==> src/rtl/hid_input_conditioner_unit_macros.svh <==
// Assertion macros shared by the input conditioner RTL
`ifndef HID_INPUT_CONDITIONER_UNIT_MACROS_SVH
`define HID_INPUT_CONDITIONER_UNIT_MACROS_SVH

// same-cycle implication, clocked on clk_i, off during reset
`define HIC_ASSERT_IMP(lbl, ante, cons, msg) \
  lbl: assert property (@(posedge clk_i) disable iff (!rst_ni) (ante) |-> (cons)) \
    else $error(msg);

// next-cycle implication, clocked on clk_i, off during reset
`define HIC_ASSERT_NXT(lbl, ante, cons, msg) \
  lbl: assert property (@(posedge clk_i) disable iff (!rst_ni) (ante) |=> (cons)) \
    else $error(msg);

`endif

==> src/rtl/hic_pkg.sv <==
// Shared types, constants and register codes for the input conditioner
`timescale 1ns / 1ps

package hic_pkg;

  localparam int unsigned SAMPLE_W       = 16;
  localparam int unsigned GAIN_W         = 16;
  localparam int unsigned VALUE_W        = 16;
  localparam int unsigned SPAN_W         = 17;
  localparam int unsigned DZ_W           = 8;
  localparam int unsigned MAG_W          = 15;
  localparam int unsigned DZ_PROD_W      = DZ_W + SPAN_W;
  localparam int unsigned PROD_W         = SAMPLE_W + GAIN_W;
  localparam int unsigned CFG_IDX_W      = 3;
  localparam int unsigned CFG_DATA_W     = 17;
  localparam int unsigned GAIN_FRAC_BITS = 8;

  // register reset values
  localparam logic                      RST_ANALOG_MODE = 1'b1;
  localparam logic                      RST_IDLE_LEVEL  = 1'b0;
  localparam logic                      RST_INVERT_SIGN = 1'b0;
  localparam logic signed [GAIN_W-1:0]  RST_GAIN        = 16'sd256;
  localparam logic [DZ_W-1:0]           RST_DEADZONE    = 8'd0;
  localparam logic [VALUE_W-1:0]        RST_MIN_CHANGE  = 16'd0;
  localparam logic signed [VALUE_W-1:0] RST_PRESS_THR   = 16'sd16384;
  localparam logic [SPAN_W-1:0]         RST_SPAN        = 17'd65536;
  localparam logic [SPAN_W-1:0]         SPAN_MIN        = 17'd2;
  localparam logic [SPAN_W-1:0]         SPAN_MAX        = 17'd65536;

  typedef enum logic [CFG_IDX_W-1:0] {
    REG_ANALOG_MODE = 3'd0,
    REG_IDLE_LEVEL  = 3'd1,
    REG_INVERT_SIGN = 3'd2,
    REG_GAIN        = 3'd3,
    REG_DEADZONE    = 3'd4,
    REG_MIN_CHANGE  = 3'd5,
    REG_PRESS_THR   = 3'd6,
    REG_REPORT_SPAN = 3'd7
  } hic_reg_e;

  typedef struct packed {
    logic signed [SAMPLE_W-1:0] raw_sample;
    logic                       bounce_active;
  } hic_in_t;

  typedef struct packed {
    logic signed [VALUE_W-1:0] reported_value;
    logic                      pressed;
    logic                      released;
    logic                      just_pressed;
    logic                      just_released;
    logic                      just_changed;
  } hic_out_t;

  // decoded configuration as seen by the datapath
  typedef struct packed {
    logic                      analog_mode;
    logic                      idle_level;
    logic                      invert_sign;
    logic signed [GAIN_W-1:0]  gain;
    logic [VALUE_W-1:0]        min_change;
    logic signed [VALUE_W-1:0] press_threshold;
    logic [MAG_W-1:0]          clamp_lim;
    logic [DZ_PROD_W-1:0]      dz_thresh;
  } hic_cfg_t;

endpackage

==> src/rtl/hic_cfg_regs.sv <==
// Configuration register file with span clamp and deadzone threshold product
`timescale 1ns / 1ps

module hic_cfg_regs (
  input  logic                              clk_i,
  input  logic                              rst_ni,
  input  logic                              cfg_we_i,
  input  logic [hic_pkg::CFG_IDX_W-1:0]     cfg_idx_i,
  input  logic [hic_pkg::CFG_DATA_W-1:0]    cfg_wdata_i,
  output hic_pkg::hic_cfg_t                 cfg_o
);
  import hic_pkg::*;

  logic                      analog_mode_q;
  logic                      idle_level_q;
  logic                      invert_sign_q;
  logic signed [GAIN_W-1:0]  gain_q;
  logic [DZ_W-1:0]           deadzone_q;
  logic [VALUE_W-1:0]        min_change_q;
  logic signed [VALUE_W-1:0] press_thr_q;
  logic [SPAN_W-1:0]         span_q;
  logic [DZ_PROD_W-1:0]      dz_thresh_q;
  logic [DZ_PROD_W-1:0]      dz_thresh_d;
  logic [SPAN_W-1:0]         span_eff;
  logic [MAG_W-1:0]          clamp_lim;

  always_comb begin
    if (span_q < SPAN_MIN) begin
      span_eff = SPAN_MIN;
    end else if (span_q > SPAN_MAX) begin
      span_eff = SPAN_MAX;
    end else begin
      span_eff = span_q;
    end
  end

  // span/2 - 1, at most 32767
  assign clamp_lim   = MAG_W'(span_eff[SPAN_W-1:1] - 16'd1);
  assign dz_thresh_d = DZ_PROD_W'(deadzone_q) * DZ_PROD_W'(span_eff);

  always_ff @(posedge clk_i or negedge rst_ni) begin
    if (!rst_ni) begin
      analog_mode_q <= RST_ANALOG_MODE;
      idle_level_q  <= RST_IDLE_LEVEL;
      invert_sign_q <= RST_INVERT_SIGN;
      gain_q        <= RST_GAIN;
      deadzone_q    <= RST_DEADZONE;
      min_change_q  <= RST_MIN_CHANGE;
      press_thr_q   <= RST_PRESS_THR;
      span_q        <= RST_SPAN;
      dz_thresh_q   <= '0;
    end else begin
      dz_thresh_q <= dz_thresh_d;
      if (cfg_we_i) begin
        case (hic_reg_e'(cfg_idx_i))
          REG_ANALOG_MODE: analog_mode_q <= cfg_wdata_i[0];
          REG_IDLE_LEVEL:  idle_level_q  <= cfg_wdata_i[0];
          REG_INVERT_SIGN: invert_sign_q <= cfg_wdata_i[0];
          REG_GAIN:        gain_q        <= $signed(cfg_wdata_i[GAIN_W-1:0]);
          REG_DEADZONE:    deadzone_q    <= cfg_wdata_i[DZ_W-1:0];
          REG_MIN_CHANGE:  min_change_q  <= cfg_wdata_i[VALUE_W-1:0];
          REG_PRESS_THR:   press_thr_q   <= $signed(cfg_wdata_i[VALUE_W-1:0]);
          REG_REPORT_SPAN: span_q        <= cfg_wdata_i[SPAN_W-1:0];
          default: ;
        endcase
      end
    end
  end

  always_comb begin
    cfg_o                 = '0;
    cfg_o.analog_mode     = analog_mode_q;
    cfg_o.idle_level      = idle_level_q;
    cfg_o.invert_sign     = invert_sign_q;
    cfg_o.gain            = gain_q;
    cfg_o.min_change      = min_change_q;
    cfg_o.press_threshold = press_thr_q;
    cfg_o.clamp_lim       = clamp_lim;
    cfg_o.dz_thresh       = dz_thresh_q;
  end

endmodule

==> src/rtl/hid_input_conditioner_unit.sv <==
// Input conditioner top: sample register, gain multiply stage, condition/state stage
//
//  channel  | signals                              | beat
//  ---------+--------------------------------------+----------------------------------
//  in       | in_valid_i, in_ready_o, in_data_i    | one raw sample + bounce flag
//  out      | out_valid_o, out_ready_i, out_data_o | conditioned value + press/edge flags
//  cfg      | cfg_we_i, cfg_idx_i, cfg_wdata_i     | one register write, no handshake
//
// Three register stages: input, gain product, result. out_valid_o rises once the beat
// has passed the gain product and result registers; throughput one beat per cycle while
// out is not stalled; the value state loop closes inside the result stage.
// Reset clears all valids, the value state and the registers to their defaults.
// A stall on out backs up stage by stage; in stays ready while any stage has room.
// The deadzone threshold is re-registered in the cycle after a config write.
`timescale 1ns / 1ps

module hid_input_conditioner_unit #(
  parameter int unsigned GainFracBits = hic_pkg::GAIN_FRAC_BITS
) (
  input  logic                           clk_i,
  input  logic                           rst_ni,
  input  logic                           in_valid_i,
  output logic                           in_ready_o,
  input  hic_pkg::hic_in_t               in_data_i,
  output logic                           out_valid_o,
  input  logic                           out_ready_i,
  output hic_pkg::hic_out_t              out_data_o,
  input  logic                           cfg_we_i,
  input  logic [hic_pkg::CFG_IDX_W-1:0]  cfg_idx_i,
  input  logic [hic_pkg::CFG_DATA_W-1:0] cfg_wdata_i
);
  import hic_pkg::*;
  `include "hid_input_conditioner_unit_macros.svh"

  localparam logic signed [PROD_W-1:0] FracMask = PROD_W'((64'd1 << GainFracBits) - 64'd1);

  hic_cfg_t cfg;

  hic_cfg_regs u_cfg (
    .clk_i       (clk_i),
    .rst_ni      (rst_ni),
    .cfg_we_i    (cfg_we_i),
    .cfg_idx_i   (cfg_idx_i),
    .cfg_wdata_i (cfg_wdata_i),
    .cfg_o       (cfg)
  );

  // pipeline registers
  logic                      in_v_q, p_v_q, out_v_q;
  hic_in_t                   in_q;
  logic signed [PROD_W-1:0]  prod_q;
  logic                      p_bit0_q, p_bounce_q;
  hic_out_t                  out_q, out_d;
  logic signed [VALUE_W-1:0] cur_q, cur_d, prior_q;

  logic s0_rdy, s1_rdy, s2_rdy;
  logic in_fire, s1_fire, s2_fire;

  assign s2_rdy  = !out_v_q || out_ready_i;
  assign s1_rdy  = !p_v_q || s2_rdy;
  assign s0_rdy  = !in_v_q || s1_rdy;
  assign in_fire = in_valid_i && s0_rdy;
  assign s1_fire = in_v_q && s1_rdy;
  assign s2_fire = p_v_q && s2_rdy;

  assign in_ready_o  = s0_rdy;
  assign out_valid_o = out_v_q;
  assign out_data_o  = out_q;

  // stage 1: gain product
  logic signed [PROD_W-1:0] mul_d;
  assign mul_d = in_q.raw_sample * cfg.gain;

  // stage 2: scale, clamp, deadzone, min step, digital path, flags
  logic                      neg;
  logic signed [PROD_W-1:0]  adj, sc, lim_w, cl;
  logic signed [VALUE_W-1:0] cl16, nv, dv;
  logic [MAG_W-1:0]          mag;
  logic [DZ_PROD_W-1:0]      mag255;
  logic                      in_dz, big_step, active;
  logic signed [VALUE_W:0]   diff;
  logic [VALUE_W:0]          adiff;
  logic                      pn, pp;

  function automatic logic value_pressed(logic signed [VALUE_W-1:0] v, logic analog,
                                         logic signed [VALUE_W-1:0] thr);
    if (analog) begin
      return v >= thr;
    end
    return v != '0;
  endfunction

  always_comb begin
    // truncate toward zero: bias negative products before the arithmetic shift
    neg   = prod_q[PROD_W-1];
    adj   = prod_q + (neg ? FracMask : '0);
    sc    = adj >>> GainFracBits;
    lim_w = $signed(PROD_W'(cfg.clamp_lim));
    if (sc > lim_w) begin
      cl = lim_w;
    end else if (sc < -lim_w) begin
      cl = -lim_w;
    end else begin
      cl = sc;
    end
    cl16   = VALUE_W'(cl);
    nv     = cfg.invert_sign ? -cl16 : cl16;
    mag    = MAG_W'(nv[VALUE_W-1] ? -nv : nv);
    // |v| * 255 as a shift and subtract
    mag255 = DZ_PROD_W'({mag, 8'd0}) - DZ_PROD_W'(mag);
    in_dz  = mag255 < cfg.dz_thresh;
    diff   = {cur_q[VALUE_W-1], cur_q} - {nv[VALUE_W-1], nv};
    adiff  = diff[VALUE_W] ? (VALUE_W+1)'(-diff) : (VALUE_W+1)'(diff);
    big_step = adiff >= {1'b0, cfg.min_change};

    active = p_bit0_q != cfg.idle_level;
    if (!active) begin
      dv = '0;
    end else if (cfg.invert_sign) begin
      dv = -VALUE_W'(1);
    end else begin
      dv = VALUE_W'(1);
    end

    if (cfg.analog_mode) begin
      if (in_dz) begin
        cur_d = '0;
      end else if (big_step) begin
        cur_d = nv;
      end else begin
        cur_d = cur_q;
      end
    end else if (p_bounce_q) begin
      cur_d = cur_q;
    end else begin
      cur_d = dv;
    end

    pn = value_pressed(cur_d, cfg.analog_mode, cfg.press_threshold);
    pp = value_pressed(cur_q, cfg.analog_mode, cfg.press_threshold);
    out_d.reported_value = cur_d;
    out_d.pressed        = pn;
    out_d.released       = !pn;
    out_d.just_pressed   = pn && !pp;
    out_d.just_released  = !pn && pp;
    out_d.just_changed   = pn != pp;
  end

  // control and state
  always_ff @(posedge clk_i or negedge rst_ni) begin
    if (!rst_ni) begin
      in_v_q  <= 1'b0;
      p_v_q   <= 1'b0;
      out_v_q <= 1'b0;
      cur_q   <= '0;
      prior_q <= '0;
    end else begin
      if (s0_rdy) begin
        in_v_q <= in_valid_i;
      end
      if (s1_rdy) begin
        p_v_q <= in_v_q;
      end
      if (s2_rdy) begin
        out_v_q <= p_v_q;
      end
      if (s2_fire) begin
        prior_q <= cur_q;
        cur_q   <= cur_d;
      end
    end
  end

  // payload
  always_ff @(posedge clk_i) begin
    if (in_fire) begin
      in_q <= in_data_i;
    end
    if (s1_fire) begin
      prod_q     <= mul_d;
      p_bit0_q   <= in_q.raw_sample[0];
      p_bounce_q <= in_q.bounce_active;
    end
    if (s2_fire) begin
      out_q <= out_d;
    end
  end

  `HIC_ASSERT_NXT(a_prior_follows, s2_fire, prior_q == $past(cur_q), "prior value not stepped")
  `HIC_ASSERT_NXT(a_bounce_holds, s2_fire && !cfg.analog_mode && p_bounce_q,
                  cur_q == $past(cur_q), "value moved during bounce")
  `HIC_ASSERT_IMP(a_value_range, out_v_q, out_q.reported_value != 16'sh8000,
                  "reported value out of range")
  `HIC_ASSERT_IMP(a_full_when_blocked, !in_ready_o, in_v_q && p_v_q && out_v_q,
                  "input blocked with a free stage")
  `HIC_ASSERT_IMP(a_edge_flags, out_v_q && out_q.just_pressed,
                  out_q.pressed && out_q.just_changed, "press edge without press")

endmodule
==> config.mk <==
export PLATFORM = sky130hd
export DESIGN_NAME = hid_input_conditioner_unit
export DESIGN_NICKNAME = d
export VERILOG_FILES = /design/src/rtl/hic_pkg.sv /design/src/rtl/hic_cfg_regs.sv /design/src/rtl/hid_input_conditioner_unit.sv
export VERILOG_INCLUDE_DIRS = /design/src /design/src/rtl
export SDC_FILE = /design/constraint.sdc
export NUM_CORES = 2
export LEC_CHECK = 0
export BUFFER_PORTS_ARGS = -buffer_cell sky130_fd_sc_hd__buf_2
export CORE_MARGIN = 5
export CORE_UTILIZATION = 55
export CTS_BUF_LIST = sky130_fd_sc_hd__clkbuf_4
export DETAILED_ROUTE_END_ITERATION = 10
export PLACE_DENSITY = 0.71
export SYNTH_ARGS = -nofsm -noshare
export SYNTH_HDL_FRONTEND = slang
export SYNTH_SLANG_ARGS = --single-unit
==> constraint.sdc <==
create_clock -name clk_i -period 17.2 [get_ports clk_i]
set_clock_uncertainty 0.1 [all_clocks]
set_input_delay 5.16 -clock clk_i [delete_from_list [all_inputs] [get_ports clk_i]]
set_output_delay 5.16 -clock clk_i [all_outputs]
set_load 0.05 [all_outputs]
==> results by group <==
Worst setup path
  – Cell with the largest stage delay on the worst path: xnor2_1
  – Data required time of the critical path: 17660 ps
  – Number of cells on the worst reg-to-reg path: 70
  – Maximum fanout encountered on the critical timing path: 12
  – Endpoint of the lowest-slack register-to-register path: out_data_o[0]$_DFFE_PP_
  – First element of the critical path: u_cfg.span_q[8]$_DFFE_PN0P_
  – Worst setup path endpoint: out_data_o[0]$_DFFE_PP_
  – Max incr delay on CP: 750 ps
  – Kind of end point of the critical path: flip-flop
  – Crit start category: flip-flop
  – Most numerous cell on the critical path: a21oi_1
  – Worst-case register-to-register setup slack: 1200 ps
  – Data arrival time of the critical path: 16460 ps
  – Setup CP Type: reg -> reg
  – Worst flop-to-flop path startpoint: u_cfg.span_q[8]$_DFFE_PN0P_

Cells and area
  – Layout cells sized above 1: 0.0870
  – Area growth syn-to-layout: 5.02%
  – Layout net count: 3812
  – Highest-count cells in the layout ignoring fill and taps: inv_1 (526), fa_1 (353), nand2_1 (315), ha_1 (279), and2_1 (167)
  – Count of fill cells added during filler insertion: 4535
  – Most common library cell in the layout ignoring fill and taps: inv_1
  – Utilization of the core after routing: 0.585
  – Non-filler cells, final: 3835

Logic synthesis
  – Net Count, Synth: 3797
  – Async S/R FF share, synth: 0.625
  – Number of instances in the synthesized netlist: 3123
  – Largest family of logic cells by synthesized area: adder cells
  – Synthesized area divided by synthesized cell count: 9.19 um2
  – Number of distinct standard cells referenced by the synthesized netlist: 101
  – YS warnings: 0
  – Number of flops mapped to enable cells by yosys: 72
  – Xor and xnor area share after synthesis: 0.0526
  – Leading register cell type out of synthesis: dfrtp_1
  – Portion of netlist area occupied by mux cells: 0.0336
  – Complex-gate fraction of the synthesized area: 0.102
  – Number of synthesized register bits: 192
  – Post-synthesis adder-cell area fraction: 0.370
  – Synthesized-area fraction occupied by and/or/nand/nor cells: 0.177
  – Sequential element share of the synthesized area: 0.180
  – Netlist Area Pre-Place: 28700 um2

Die
  – Die Width: 238 um
  – Row count: 83
  – Die ar.: 56800 um2
  – Number of primary I/O pins: 65
  – Area of the core: 51500 um2
  – Die Y: 238 um
  – Initial standard-cell utilization of the core: 0.557

STA
  – Slew @ Worst Pin: 1190 ps
  – Relative slew slack: 0.207
  – Setup violators final: 0
  – Highest attainable clock frequency: 62.5 MHz
  – Min cycle time layout: 16000 ps
  – Final worst path period share: 0.931
  – Hold violation count in the final report: 0
  – RSZ-0062 raised after global routing: false
  – Pins Over Slew Limit: 0
  – Final setup TNS: 0 ps

Drt
  – Antenna-violating nets left: 0
  – Initial detailed-routing violation count: 1545
  – Number of vias after detailed routing: 22400
  – 1st-pass router iterations: 5
  – Sum of routed wire length over all layers: 75200 um
  – Post-DR wirelength/cell: 19.6 um
  – DRC violation count after routing: 0
  – Vias per inst: 5.83

Placed design
  – PortBufs: 64
  – Placed cell count: 3794
  – Routability congestion estimate: 0.965
  – Post-detailed-placement half-perimeter wirelength: 61900 um

Global route
  – Pin count of the biggest net entering global routing: 70
  – GRT Total Usage: 0.270
  – Number of global-route vias before repair: 23200
  – Gr ovfl total: 0
  – Global-route wire length before repair: 123000 um
  – Antenna violations before repair: 4

Worst hold path
  – Number of cells on the worst hold path: 0
  – Type of the tightest min-delay check: reg -> reg

Clock tree
  – Clock latency on the worst-skew pair: 770 ps
  – Number of buffers created by CTS: 17
  – TritonCTS clock tree: yes
  – Clk Tree Root Cell: clkbuf_4
  – Number of buffers inserted for hold repair after clock tree synthesis: 0
  – Count of H-tree levels built during CTS: 4
  – Maximum buffer depth of the clock tree: 2
  – Clock transition time at the flip-flop clock pins of the worst setup and hold paths: 190 ps
  – Number of sinks driven by the clock tree: 192

Run
  – Max-cap check violation count: 0

Outcome
  – Run status: completed
-- worst max-delay path, delay by kind of cell, from the launching register on --
| family | cells | cell delay, ps |
|---|---|---|
| adder cells (fa/ha/maj) | 6 | 1760 |
| AND/OR/NAND/NOR | 29 | 6030 |
| buffers and inverters | 8 | 1350 |
| AO/OA/AOI/OAI | 24 | 4700 |
| XOR/XNOR | 3 | 1310 |
| flip-flops | 1 | 560 |
-- state kept, by name (all words and copies together), names as in the netlist --
| register | flops |
|---|---|
| u_cfg.analog_mode_q | 1 |
| u_cfg.span_q | 17 |
| out_valid_o | 1 |
| in_v_q | 1 |
| u_cfg.deadzone_q | 8 |
| u_cfg.min_change_q | 16 |
| cur_q | 16 |
| p_bounce_q | 1 |
| in_q | 17 |
| u_cfg.gain_q | 16 |
| prod_q | 32 |
| p_v_q | 1 |
| p_bit0_q | 1 |
| u_cfg.press_thr_q | 16 |
| u_cfg.invert_sign_q | 1 |
| out_data_o | 21 |
| u_cfg.idle_level_q | 1 |
| u_cfg.dz_thresh_q | 25 |
-- layer usage --
layer	share of wire	wire length (um)	GRT usage
met2	0.48	36200	0.458
met1	0.42	31500	0.351
met5	0	0	0
met3	0.055	4160	0.0433
met4	0.044	3340	0.103
-- layout make-up --
cell class / instances / area, um2 / area share
antenna: 4 / 10.0 / 0.000332
clock buffer: 17 / 128 / 0.00424
clock inverter: 15 / 164 / 0.00544
inverter: 526 / 1970 / 0.0655
multi-input combinational: 2290 / 21200 / 0.702
sequential: 192 / 5170 / 0.172
tap: 680 / 851 / 0.0282
timing repair buffer: 111 / 676 / 0.0224
-- what timing repair did --
action                     in CTS  in global routing
setup buffers                   0                  4
setup endpoints to repair       0                  5
gates resized for setup         0                 14
hold endpoints to repair        0                  0
-- cell usage after synthesis, types with 12 or more instances --
cell type,number,area [um2]
inv_1,526,1970
fa_1,353,7070
nand2_1,315,1180
ha_1,279,3490
and2_1,167,1040
nor2_1,120,450
dfrtp_1,116,2900
xnor2_1,115,1010
a21oi_1,105,526
clkbuf_1,103,387
mux2_2,78,878
edfxtp_1,72,2160
nor3_1,66,330
o21ai_0,62,310
nand2b_1,47,294
xor2_1,46,403
nand3_1,42,210
nand4_1,42,263
nor2b_1,41,257
o21a_1,37,278
and3_1,33,206
nor4_1,29,181
a21o_1,28,210
a31oi_1,21,131
o21bai_1,17,128
a211oi_1,13,97.6
or3_1,13,81.3
a21boi_0,12,90.1
o211ai_1,12,90.1
-- how the worst min path moves through the flow --
| stage | to | start | slack [ps] |
|---|---|---|---|
| 6_report | p_bounce_q$_DFFE_PP_ | in_q[0]$_DFFE_PP_ | 360 |
| 5_1_grt | p_bounce_q$_DFFE_PP_ | in_q[0]$_DFFE_PP_ | 390 |
| 4_1_cts | p_bounce_q$_DFFE_PP_ | in_q[0]$_DFFE_PP_ | 360 |
| 3_5_place_dp | p_bounce_q$_DFFE_PP_ | in_q[0]$_DFFE_PP_ | 310 |
| 3_3_place_gp | p_bounce_q$_DFFE_PP_ | in_q[0]$_DFFE_PP_ | 310 |
| 2_1_floorplan | p_bounce_q$_DFFE_PP_ | in_q[0]$_DFFE_PP_ | 300 |
-- logic make-up (layout without fill, tap and decap cells) --
logic type | Yosys count | in the layout
compound gates | 422 | 422
xor+xnor | 166 | 166
fa+ha+maj | 637 | 637
buf+inv | 642 | 669
flops | 192 | 192
mux | 86 | 86
other cells | 0 | 4
simple gates | 978 | 979
-- metrics by stage --
step	cell area, um2	hold WS (ps)	setup slack, ps
4_1_cts	30000	360	395
2_1_floorplan	28700	300	1340
3_5_place_dp	29700	312	437
6_report	30100	364	1200
3_3_place_gp	29700	311	825
5_1_grt	30100	389	25.0
Power is left out: the tool's default activity adds up to more than one toggle a clock period on the data nets, which glitch-free logic cannot reach.
